File: config.mk
export PLATFORM = sky130hd
export DESIGN_NAME = acia_register_block_flat
export DESIGN_NICKNAME = d
export VERILOG_FILES = /design/src/rtl/core/acia_pkg.sv /design/src/rtl/core/acia_in_if.sv /design/src/rtl/core/acia_out_if.sv /design/src/rtl/core/acia_regs.sv /design/src/rtl/core/acia_outq.sv /design/src/rtl/core/acia_register_block.sv /design/src/flat_wrapper.sv
export VERILOG_INCLUDE_DIRS = /design/src /design/src/rtl/core
export SDC_FILE = /design/constraint.sdc
export NUM_CORES = 1
export LEC_CHECK = 0
export ABC_AREA = 1
export ABC_CLOCK_PERIOD_IN_PS = 11700
export BUFFER_PORTS_ARGS = -buffer_cell sky130_fd_sc_hd__buf_2
export CORE_UTILIZATION = 35
export CTS_BUF_LIST = sky130_fd_sc_hd__clkbuf_2
export CTS_CLUSTER_SIZE = 24
export DETAILED_ROUTE_END_ITERATION = 12
export PLACE_DENSITY = 0.52
export SKIP_CTS_REPAIR_TIMING = 1
export SYNTH_ARGS = -nofsm -noshare
export SYNTH_HDL_FRONTEND = slang
export SYNTH_HIERARCHICAL = 1
export SYNTH_SLANG_ARGS = --single-unit
File: constraint.sdc
create_clock -name clk -period 11.7 [get_ports clk]
set_input_delay 1.17 -clock clk [delete_from_list [all_inputs] [get_ports clk]]
set_output_delay 1.17 -clock clk [all_outputs]
set_load 0.1 [all_outputs]
File: src/rtl/core/acia_register_block_assert.svh
// Assertion macros shared by the adapter register block RTL.
`ifndef ACIA_REGISTER_BLOCK_ASSERT_SVH
`define ACIA_REGISTER_BLOCK_ASSERT_SVH

`ifndef SYNTHESIS

// Same-cycle implication, checked on clk and held off while rst_n is low.
`define ACIA_ASSERT_IMP(lbl, ante, cons) \
  lbl: assert property (@(posedge clk) disable iff (!rst_n) (ante) |-> (cons)) \
    else $error("acia_register_block: implication check failed");

// Next-cycle implication, checked on clk and held off while rst_n is low.
`define ACIA_ASSERT_NEXT(lbl, ante, cons) \
  lbl: assert property (@(posedge clk) disable iff (!rst_n) (ante) |=> (cons)) \
    else $error("acia_register_block: next-cycle check failed");

`else

`define ACIA_ASSERT_IMP(lbl, ante, cons)
`define ACIA_ASSERT_NEXT(lbl, ante, cons)

`endif

`endif

File: src/rtl/core/acia_pkg.sv
// Shared types, codes and the baud interval table of the adapter register block.
package acia_pkg;

  // Link and bus operation codes carried in the func field.
  localparam logic [2:0] FUNC_READ    = 3'd0;
  localparam logic [2:0] FUNC_WRITE   = 3'd1;
  localparam logic [2:0] FUNC_TX_DONE = 3'd2;
  localparam logic [2:0] FUNC_RX      = 3'd3;
  localparam logic [2:0] FUNC_CARRIER = 3'd4;

  // Register offsets.
  localparam logic [2:0] ADDR_DATA     = 3'd0;
  localparam logic [2:0] ADDR_STATUS   = 3'd1;
  localparam logic [2:0] ADDR_COMMAND  = 3'd2;
  localparam logic [2:0] ADDR_CONTROL  = 3'd3;
  localparam logic [2:0] ADDR_ENHANCED = 3'd7;

  // Configuration register indexes.
  localparam logic CFG_STATUS_DEFAULT  = 1'b0;
  localparam logic CFG_COMMAND_DEFAULT = 1'b1;

  // Status bit positions.
  localparam int ST_RX_FULL  = 3;
  localparam int ST_TX_EMPTY = 4;
  localparam int ST_DCD_LOST = 5;
  localparam int ST_IRQ      = 7;

  // Enhanced speed code that leaves the interval alone.
  localparam logic [1:0] ENH_RESERVED = 2'd3;

  // Reset values.
  localparam logic [7:0]  STATUS_RESET   = 8'd16;
  localparam logic [7:0]  COMMAND_RESET  = 8'd0;
  localparam logic [7:0]  CONTROL_RESET  = 8'd8;
  localparam logic [7:0]  ENHANCED_RESET = 8'd3;
  localparam logic [16:0] INTERVAL_RESET = 17'd3284;

  typedef struct packed {
    logic [2:0] func;
    logic [2:0] address;
    logic [7:0] write_data;
    logic [7:0] rx_byte;
    logic       carrier;
  } item_t;

  typedef struct packed {
    logic [7:0]  read_data;
    logic        read_valid;
    logic [7:0]  tx_byte;
    logic        tx_pending;
    logic        irq_flag;
    logic [16:0] rx_interval;
  } result_t;

  // Receive interval per baud index: floor(7882000 / baud).
  function automatic logic [16:0] interval_of(input logic [4:0] idx);
    logic [16:0] val;
    case (idx)
      5'd0:    val = 17'd3284;
      5'd1:    val = 17'd78820;
      5'd2:    val = 17'd52546;
      5'd3:    val = 17'd35990;
      5'd4:    val = 17'd29301;
      5'd5:    val = 17'd26273;
      5'd6:    val = 17'd13136;
      5'd7:    val = 17'd6568;
      5'd8:    val = 17'd3284;
      5'd9:    val = 17'd2189;
      5'd10:   val = 17'd1642;
      5'd11:   val = 17'd1094;
      5'd12:   val = 17'd821;
      5'd13:   val = 17'd547;
      5'd14:   val = 17'd410;
      5'd15:   val = 17'd205;
      5'd16:   val = 17'd136;
      5'd17:   val = 17'd68;
      5'd18:   val = 17'd34;
      default: val = 17'd3284;
    endcase
    return val;
  endfunction

endpackage

File: src/rtl/core/acia_in_if.sv
// Input word channel: bus accesses and link events.
interface acia_in_if;
  logic       valid;
  logic       ready;
  logic [2:0] func;
  logic [2:0] address;
  logic [7:0] write_data;
  logic [7:0] rx_byte;
  logic       carrier;

  modport source(output valid, func, address, write_data, rx_byte, carrier, input ready);
  modport sink(input valid, func, address, write_data, rx_byte, carrier, output ready);
endinterface

File: src/rtl/core/acia_out_if.sv
// Result word channel: read data and adapter status.
interface acia_out_if;
  logic        valid;
  logic        ready;
  logic [7:0]  read_data;
  logic        read_valid;
  logic [7:0]  tx_byte;
  logic        tx_pending;
  logic        irq_flag;
  logic [16:0] rx_interval;

  modport source(output valid, read_data, read_valid, tx_byte, tx_pending, irq_flag,
                 rx_interval, input ready);
  modport sink(input valid, read_data, read_valid, tx_byte, tx_pending, irq_flag,
               rx_interval, output ready);
endinterface

File: src/rtl/core/acia_regs.sv
// Register file and next-state logic of the adapter; forms each result word.
module acia_regs
  import acia_pkg::*;
(
  input  logic       clk,
  input  logic       rst_n,
  input  logic       cfg_we,
  input  logic       cfg_index,
  input  logic [7:0] cfg_wdata,
  input  logic       acc,
  input  item_t      item,
  output result_t    res
);

  logic [7:0]  status_r,   status_nxt;
  logic [7:0]  command_r,  command_nxt;
  logic [7:0]  control_r,  control_nxt;
  logic [7:0]  enhanced_r, enhanced_nxt;
  logic [7:0]  tx_r,       tx_nxt;
  logic [7:0]  rx_r,       rx_nxt;
  logic [16:0] interval_r, interval_nxt;
  logic [7:0]  cmd_dflt_r;

  logic        derive;
  logic [3:0]  code;
  logic [1:0]  enh;
  logic [4:0]  idx;
  logic [7:0]  rdata;
  logic        rvalid;

  always_comb begin
    status_nxt   = status_r;
    command_nxt  = command_r;
    control_nxt  = control_r;
    enhanced_nxt = enhanced_r;
    tx_nxt       = tx_r;
    rx_nxt       = rx_r;
    derive       = 1'b0;
    code         = control_r[3:0];
    enh          = enhanced_r[1:0];
    rdata        = 8'd0;
    rvalid       = 1'b0;

    case (item.func)
      FUNC_READ: begin
        rvalid = 1'b1;
        unique case (item.address)
          ADDR_DATA: begin
            rdata                = rx_r;
            status_nxt[ST_RX_FULL] = 1'b0;
            status_nxt[ST_IRQ]     = 1'b0;
          end
          ADDR_STATUS:  rdata = status_r;
          ADDR_COMMAND: rdata = command_r;
          ADDR_CONTROL: rdata = control_r;
          ADDR_ENHANCED: begin
            enhanced_nxt[2] = (control_r[3:0] == 4'd0);
            rdata           = enhanced_nxt;
          end
          default: rvalid = 1'b0;
        endcase
      end
      FUNC_WRITE: begin
        unique case (item.address)
          ADDR_DATA: begin
            tx_nxt                  = item.write_data;
            status_nxt[ST_TX_EMPTY] = 1'b0;
          end
          ADDR_STATUS:  command_nxt = cmd_dflt_r;
          ADDR_COMMAND: command_nxt = item.write_data;
          ADDR_CONTROL: begin
            control_nxt = item.write_data;
            code        = item.write_data[3:0];
            derive      = 1'b1;
          end
          ADDR_ENHANCED: begin
            enhanced_nxt = item.write_data;
            enh          = item.write_data[1:0];
            derive       = 1'b1;
          end
          default: ;
        endcase
      end
      FUNC_TX_DONE: status_nxt[ST_TX_EMPTY] = 1'b1;
      FUNC_RX: begin
        rx_nxt                 = item.rx_byte;
        status_nxt[ST_RX_FULL] = 1'b1;
        status_nxt[ST_IRQ]     = 1'b1;
      end
      FUNC_CARRIER: status_nxt[ST_DCD_LOST] = ~item.carrier;
      default: ;
    endcase

    // Control code zero hands the choice to the enhanced speed code.
    idx = {1'b0, code};
    if (code == 4'd0) begin
      case (enh)
        2'd0:    idx = 5'd18;
        2'd1:    idx = 5'd17;
        2'd2:    idx = 5'd16;
        default: idx = 5'd0;
      endcase
    end
    interval_nxt = interval_r;
    if (derive && !(code == 4'd0 && enh == ENH_RESERVED)) begin
      interval_nxt = interval_of(idx);
    end

    res.read_data   = rdata;
    res.read_valid  = rvalid;
    res.tx_byte     = tx_nxt;
    res.tx_pending  = ~status_nxt[ST_TX_EMPTY];
    res.irq_flag    = status_nxt[ST_IRQ];
    res.rx_interval = interval_nxt;
  end

  always_ff @(posedge clk) begin
    if (!rst_n) begin
      status_r   <= STATUS_RESET;
      command_r  <= COMMAND_RESET;
      control_r  <= CONTROL_RESET;
      enhanced_r <= ENHANCED_RESET;
      tx_r       <= 8'd0;
      rx_r       <= 8'd0;
      interval_r <= INTERVAL_RESET;
      cmd_dflt_r <= COMMAND_RESET;
    end else begin
      if (acc) begin
        status_r   <= status_nxt;
        command_r  <= command_nxt;
        control_r  <= control_nxt;
        enhanced_r <= enhanced_nxt;
        tx_r       <= tx_nxt;
        rx_r       <= rx_nxt;
        interval_r <= interval_nxt;
      end
      // The status default only matters at reset, which always reloads
      // its reset value, so only the command default is kept.
      if (cfg_we && cfg_index == CFG_COMMAND_DEFAULT) begin
        cmd_dflt_r <= cfg_wdata;
      end
    end
  end

endmodule

File: src/rtl/core/acia_outq.sv
// Two-entry result queue: a head register and a skid register.
module acia_outq
  import acia_pkg::*;
(
  input  logic    clk,
  input  logic    rst_n,
  input  logic    push,
  input  result_t push_data,
  input  logic    pop,
  output logic    not_full,
  output logic    not_empty,
  output result_t head
);

  logic [1:0] cnt_r, cnt_nxt;
  result_t    head_r;
  result_t    skid_r;

  assign not_full  = (cnt_r != 2'd2);
  assign not_empty = (cnt_r != 2'd0);
  assign head      = head_r;

  always_comb begin
    cnt_nxt = cnt_r;
    case ({push, pop})
      2'b10:   cnt_nxt = cnt_r + 2'd1;
      2'b01:   cnt_nxt = cnt_r - 2'd1;
      default: cnt_nxt = cnt_r;
    endcase
  end

  always_ff @(posedge clk) begin
    if (!rst_n) begin
      cnt_r <= 2'd0;
    end else begin
      cnt_r <= cnt_nxt;
    end
  end

  always_ff @(posedge clk) begin
    if (cnt_r == 2'd2) begin
      if (pop) begin
        head_r <= skid_r;
      end
    end else if (push) begin
      if (cnt_r == 2'd0 || pop) begin
        head_r <= push_data;
      end else begin
        skid_r <= push_data;
      end
    end
  end

endmodule

File: src/rtl/core/acia_register_block.sv
// Top level of the 6551-style adapter register block with turbo speed extension.
//
//   Channel  Direction  Words carried
//   in_ch    sink       bus read/write or link event: func, address, data, rx byte, carrier
//   out_ch   source     read data, read valid, tx byte, tx pending, irq, rx interval
//   cfg_*    write      command default register; the status default index is ignored
//
// Every input word is handled at its accepting edge: the register file updates there
// and the result word is captured into a two-entry output queue.
// One word per cycle is sustained while the output queue has a free entry.
// in_ch.ready drops only when both queue entries hold undelivered results, so a
// stalled sink costs at most two words of slack before the input side waits.
// Reset (rst_n low, synchronous) loads the register file with its reset values and
// empties the queue; configuration writes take effect at the edge they are seen.
`include "acia_register_block_assert.svh"

module acia_register_block
  import acia_pkg::*;
(
  input  logic        clk,
  input  logic        rst_n,
  input  logic        cfg_we,
  input  logic        cfg_index,
  input  logic [7:0]  cfg_wdata,
  acia_in_if.sink     in_ch,
  acia_out_if.source  out_ch
);

  logic    in_acc;
  logic    out_acc;
  logic    q_not_full;
  logic    q_not_empty;
  item_t   item;
  result_t res;
  result_t head;

  // Input side is ready whenever the output queue has a free entry.
  assign in_ch.ready = q_not_full;
  assign in_acc      = in_ch.valid & q_not_full;
  assign out_acc     = q_not_empty & out_ch.ready;

  assign item.func       = in_ch.func;
  assign item.address    = in_ch.address;
  assign item.write_data = in_ch.write_data;
  assign item.rx_byte    = in_ch.rx_byte;
  assign item.carrier    = in_ch.carrier;

  acia_regs u_regs (
    .clk       (clk),
    .rst_n     (rst_n),
    .cfg_we    (cfg_we),
    .cfg_index (cfg_index),
    .cfg_wdata (cfg_wdata),
    .acc       (in_acc),
    .item      (item),
    .res       (res)
  );

  acia_outq u_outq (
    .clk       (clk),
    .rst_n     (rst_n),
    .push      (in_acc),
    .push_data (res),
    .pop       (out_acc),
    .not_full  (q_not_full),
    .not_empty (q_not_empty),
    .head      (head)
  );

  assign out_ch.valid       = q_not_empty;
  assign out_ch.read_data   = head.read_data;
  assign out_ch.read_valid  = head.read_valid;
  assign out_ch.tx_byte     = head.tx_byte;
  assign out_ch.tx_pending  = head.tx_pending;
  assign out_ch.irq_flag    = head.irq_flag;
  assign out_ch.rx_interval = head.rx_interval;

  // Every accepted word leaves a result behind in the queue.
  `ACIA_ASSERT_NEXT(a_accept_gives_result, in_acc, out_ch.valid)
  // A status read into an empty queue shows up next cycle as a valid read.
  `ACIA_ASSERT_NEXT(a_status_read_valid,
    in_acc && !q_not_empty && in_ch.func == FUNC_READ && in_ch.address == ADDR_STATUS,
    out_ch.read_valid)
  // A receive delivery into an empty queue raises the interrupt flag.
  `ACIA_ASSERT_NEXT(a_rx_sets_irq,
    in_acc && !q_not_empty && in_ch.func == FUNC_RX,
    out_ch.irq_flag)

endmodule

File: src/flat_wrapper.sv
// flat-port wrapper written by rule: the top's interface ports become plain ports
module acia_register_block_flat import acia_pkg::*;
  (clk, rst_n, cfg_we, cfg_index, cfg_wdata, in_ch_valid, in_ch_func, in_ch_address, in_ch_write_data, in_ch_rx_byte, in_ch_carrier, in_ch_ready, out_ch_valid, out_ch_read_data, out_ch_read_valid, out_ch_tx_byte, out_ch_tx_pending, out_ch_irq_flag, out_ch_rx_interval, out_ch_ready);
  acia_in_if in_ch_i ();
  acia_out_if out_ch_i ();
  input  logic clk;
  input  logic rst_n;
  input  logic cfg_we;
  input  logic cfg_index;
  input  logic [7:0] cfg_wdata;
  input wire logic [$bits(in_ch_i.valid)-1:0] in_ch_valid;
  input wire logic [$bits(in_ch_i.func)-1:0] in_ch_func;
  input wire logic [$bits(in_ch_i.address)-1:0] in_ch_address;
  input wire logic [$bits(in_ch_i.write_data)-1:0] in_ch_write_data;
  input wire logic [$bits(in_ch_i.rx_byte)-1:0] in_ch_rx_byte;
  input wire logic [$bits(in_ch_i.carrier)-1:0] in_ch_carrier;
  output wire logic [$bits(in_ch_i.ready)-1:0] in_ch_ready;
  output wire logic [$bits(out_ch_i.valid)-1:0] out_ch_valid;
  output wire logic [$bits(out_ch_i.read_data)-1:0] out_ch_read_data;
  output wire logic [$bits(out_ch_i.read_valid)-1:0] out_ch_read_valid;
  output wire logic [$bits(out_ch_i.tx_byte)-1:0] out_ch_tx_byte;
  output wire logic [$bits(out_ch_i.tx_pending)-1:0] out_ch_tx_pending;
  output wire logic [$bits(out_ch_i.irq_flag)-1:0] out_ch_irq_flag;
  output wire logic [$bits(out_ch_i.rx_interval)-1:0] out_ch_rx_interval;
  input wire logic [$bits(out_ch_i.ready)-1:0] out_ch_ready;
  assign in_ch_i.valid = in_ch_valid;
  assign in_ch_i.func = in_ch_func;
  assign in_ch_i.address = in_ch_address;
  assign in_ch_i.write_data = in_ch_write_data;
  assign in_ch_i.rx_byte = in_ch_rx_byte;
  assign in_ch_i.carrier = in_ch_carrier;
  assign in_ch_ready = in_ch_i.ready;
  assign out_ch_valid = out_ch_i.valid;
  assign out_ch_read_data = out_ch_i.read_data;
  assign out_ch_read_valid = out_ch_i.read_valid;
  assign out_ch_tx_byte = out_ch_i.tx_byte;
  assign out_ch_tx_pending = out_ch_i.tx_pending;
  assign out_ch_irq_flag = out_ch_i.irq_flag;
  assign out_ch_rx_interval = out_ch_i.rx_interval;
  assign out_ch_i.ready = out_ch_ready;
  acia_register_block u_core (.clk(clk), .rst_n(rst_n), .cfg_we(cfg_we), .cfg_index(cfg_index), .cfg_wdata(cfg_wdata), .in_ch(in_ch_i), .out_ch(out_ch_i));
endmodule
==> metrics.md <==
| Metric | Value |
|---|---|
| Die Y | `141 um` |
| Period Utilization, post-route | `35.0%` |
| Area delta synth->final | `12.0%` |
| Critical-path cell list | `inv_2 > nand2_2 > buf_2` |
| Max VDD drop | `78.3 uV` |
| Synth Cell Area | `about 6800 um^2` |
| Endpoints failing setup | `0` |
| Vias in the first global route | `4922` |
| Syn_nets | `853` |
| Clock share of power | `about a fifth` |
| EDFF count, synth | `72` |
| Sw Ratio | `a little under half` |
| Psw | `0.735 mW` |
| Layout cells sized above 1 | `17.2%` |
| Fill count | `slightly below 2k` |
| GRT Residual Overflow | `0` |
| Starting DRT DRC Count | `440` |
| Rows | `50` |
| Detailed-route wire length per cell | `14.7 um` |
| Async S/R FF share, synth | `0%` |
| Ranking of synthesized cells by area | `edfxtp_1 32%, dfxtp_1 21%, nand2_1 11%, o21ai_0 5.3%, inv_1 4.9%` |
| Num CTS Buffers | `17` |
| Ys Warns | `6` |
| First-pass GRT wire length | `26.4 mm` |
| HP Start | `u_core/u_regs/rx_r[7]` |
| Util after Layout | `40.3%` |
| Reg-to-Reg End | `u_core/u_outq/head[5]` |
| Dpl hpwl | `11.6 mm` |
| Slew HR | `37.0%` |
| Final min period | `about 4.1 ns` |
| Final hold vios | `0` |
| Clock Sinks | `between 100 and 150` |
| Layout Nets | `916` |
| Worst EP arrival | `2.93 ns` |
| Placed Instance Area | `around 7300 um^2` |
| Yosys reg bits | `~140` |
| Post-synth top flop | `edfxtp_1` |
| CP Launch Type | `register` |
| GP Congestion | `just over 0.8` |
| Crit end category | `output port` |
| Critical path's slowest cell | `nand2_2` |
| Routed WL | `16.8 mm` |
| Cell family with most CP delay | `buffers and inverters` |
| Largest net degree at the start of global routing | `roughly 50` |
| Flop pwr share | `a little over two fifths` |
| Synth unique cells | `39` |
| Clock Root Buffer | `clkbuf_2` |
| Combinational fraction of design power | `around 39%` |
| Vias per inst | `4.83` |
| Outcome | `completed` |
| Worst-Skew Late Latency | `around 0.73 ns` |
| Synth Instances | `807` |
| Pwr Density | `205 nW/um^2` |
| Syn_area_per_cell | `about 8.4 um^2` |
| Max Slew Vio Count | `0` |
| Measured slew at the worst slew-check pin | `0.942 ns` |
| Vias | `5533` |
| Starting density of the core | `36.0%` |
| Core Area | `around 19000 um^2` |
| CTS tree | `built` |
| PortBufs | `74` |
| # H-tree levels | `4` |
| Fin area | `7590 um^2` |
| Die area | `19900 um^2` |
| Clock transition at the registers of the reported paths | `between 0.2 and 0.25 ns` |
| CP max stage delay | `0.70 ns` |
| Clock Path Buffers | `2` |
| Worst-path maximum fanout | `41` |
| Total Routing Usage GR | `17.4%` |
| Pleak | `about 3.3 nW` |
| Hold path cells | `2` |
| Fin Clk Skew | `0.0196 ns` |
| Hold Path Sink | `u_core/u_regs/rx_r[7]` |
| DR DRC count | `0` |
| FF-to-FF path depth | `8` |
| Die Wd | `141 um` |
| Antenna violations before repair | `1` |
| Max frequency | `0.244 GHz` |
| Worst min path class | `reg2reg` |
| Cell taking the most area after synthesis | `edfxtp_1` |
| CP Class | `reg2out` |
| Reg2Reg Setup Slack | `8.37 ns` |
| Yosys top cell area share | `a little under a third` |
| Critical path required time | `10.53 ns` |
| RSZ-0062 raised after global routing | `false` |
| Top post-synthesis cells by count | `206 x nand2_1, 88 x inv_1, 72 x edfxtp_1, 72 x o21ai_0, 70 x dfxtp_1` |
| Crit path buf inv count | `2` |
| Most common cell in the synthesized netlist | `nand2_1` |
| ANT nets after route | `0` |
| Launch point of the worst reg-to-reg path | `u_core/u_outq/cnt_r[0]` |
| Setup TNS | `0 ns` |
| Io pins | `75` |
| Register area share after synthesis | `52.5%` |
| MaxCap Viol Count | `0` |
| TritonRoute pass-1 iters | `6` |
| Pint | `0.820 mW` |
==> power by group through the flow <==
stage               Combinational [mW]  Clock [mW]  Sequential (mW)
global route                     0.643       0.326            0.661
floorplan                        0.188           0            0.991
finish                           0.607       0.296            0.653
global placement                 0.609           0            0.665
CTS                              0.612       0.305            0.654
detailed placement               0.611           0            0.666
==> layout make-up <==
type	count	area, um^2	share of cell area [%]
well taps	260	325	4.28
repair buffers	79	408	5.37
multi-input cells	538	2700	35.6
inverters	92	345	4.55
clock buffers	17	85.1	1.12
clock inverters	15	160	2.11
diodes	2	5.00	0.0659
flip-flops and latches	142	3560	46.9
==> tightest hold or removal path, delay by kind of cell, from the launching register on <==
family | cells | cell delay [ns]
AOI/OAI and AO/OA | 1 | 0.05
buffers and inverters | 1 | 0.05
DFF | 1 | 0.36
==> kinds of logic after synthesis <==
| kind of cell | Yosys count | share of synthesized area, % |
|---|---|---|
| AOI/OAI and AO/OA | 163 | 13.4 |
| adders and majority gates | 9 | 1.66 |
| buffers and inverters | 127 | 7.88 |
| DFF | 142 | 52.5 |
| and+or+nand+nor | 366 | 24.5 |
==> worst max-delay path by stage <==
stage	depth (start not counted)	endpoint	startpoint	slack (ns)
6_report	3	in_ch_ready	u_core/u_outq/cnt_r[0]	7.60
5_1_grt	3	in_ch_ready	u_core/u_outq/cnt_r[0]	7.32
4_1_cts	3	in_ch_ready	u_core/u_outq/cnt_r[0]	7.45
3_5_place_dp	21	u_core/u_outq/head[5]	in_ch_address[0]	7.73
3_3_place_gp	22	u_core/u_outq/head[5]	in_ch_func[2]	7.79
2_1_floorplan	6	u_core/u_outq/skid_r[0]	u_core/u_outq/cnt_r[0]	7.24
==> stage by stage <==
stage                     hold WS, ns  power, mW  setup slack [ns]  cells
after floorplan                 0.423       1.18              7.24    807
after global placement          0.441       1.27              7.79   1111
after detailed placement        0.448       1.28              7.73   1111
after CTS                       0.473       1.57              7.45   1143
after global routing            0.500       1.63              7.32   1145
final                           0.466       1.56              7.60   1145
==> state kept, by name, summed over array words and instances, names as in the netlist <==
name	cells
u_core/u_regs/status_r	4
u_core/u_outq/cnt_r	2
u_core/u_regs/rx_r	8
u_core/u_regs/enhanced_r	7
u_core/u_regs/cmd_dflt_r	8
u_core/u_outq/head	36
u_core/u_outq/skid_r	36
u_core/u_regs/control_r	8
u_core/u_regs/tx_r	8
u_core/u_regs/command_r	8
u_core/u_regs/interval_r	17
==> placed cells by master, fill, tap and decap left out, drive strengths merged <==
cell type,count
a31oi,10
bufinv,2
dfxtp,70
a21o,1
nand4,6
nor3,3
or2,4
ha,9
a21oi,49
a221oi,5
clkinvlp,4
buf,79
inv,95
diode,2
o32a,1
a22oi,5
o221ai,1
a21boi,1
o21ai,80
o22ai,4
o211ai,2
clkbuf,17
nand3,70
nand2,222
a41oi,2
edfxtp,72
o21bai,2
nor2,61
clkinv,6
==> layer usage <==
layer	wire (um)	vias to the layer above	global-route usage, %
met5	0	-	0
met3	851	20	3.50
met2	7210	163	25.7
met1	8480	2536	25.1
li1	-	2814	-
met4	244	0	6.01
Power figures use the tool's default switching activity.
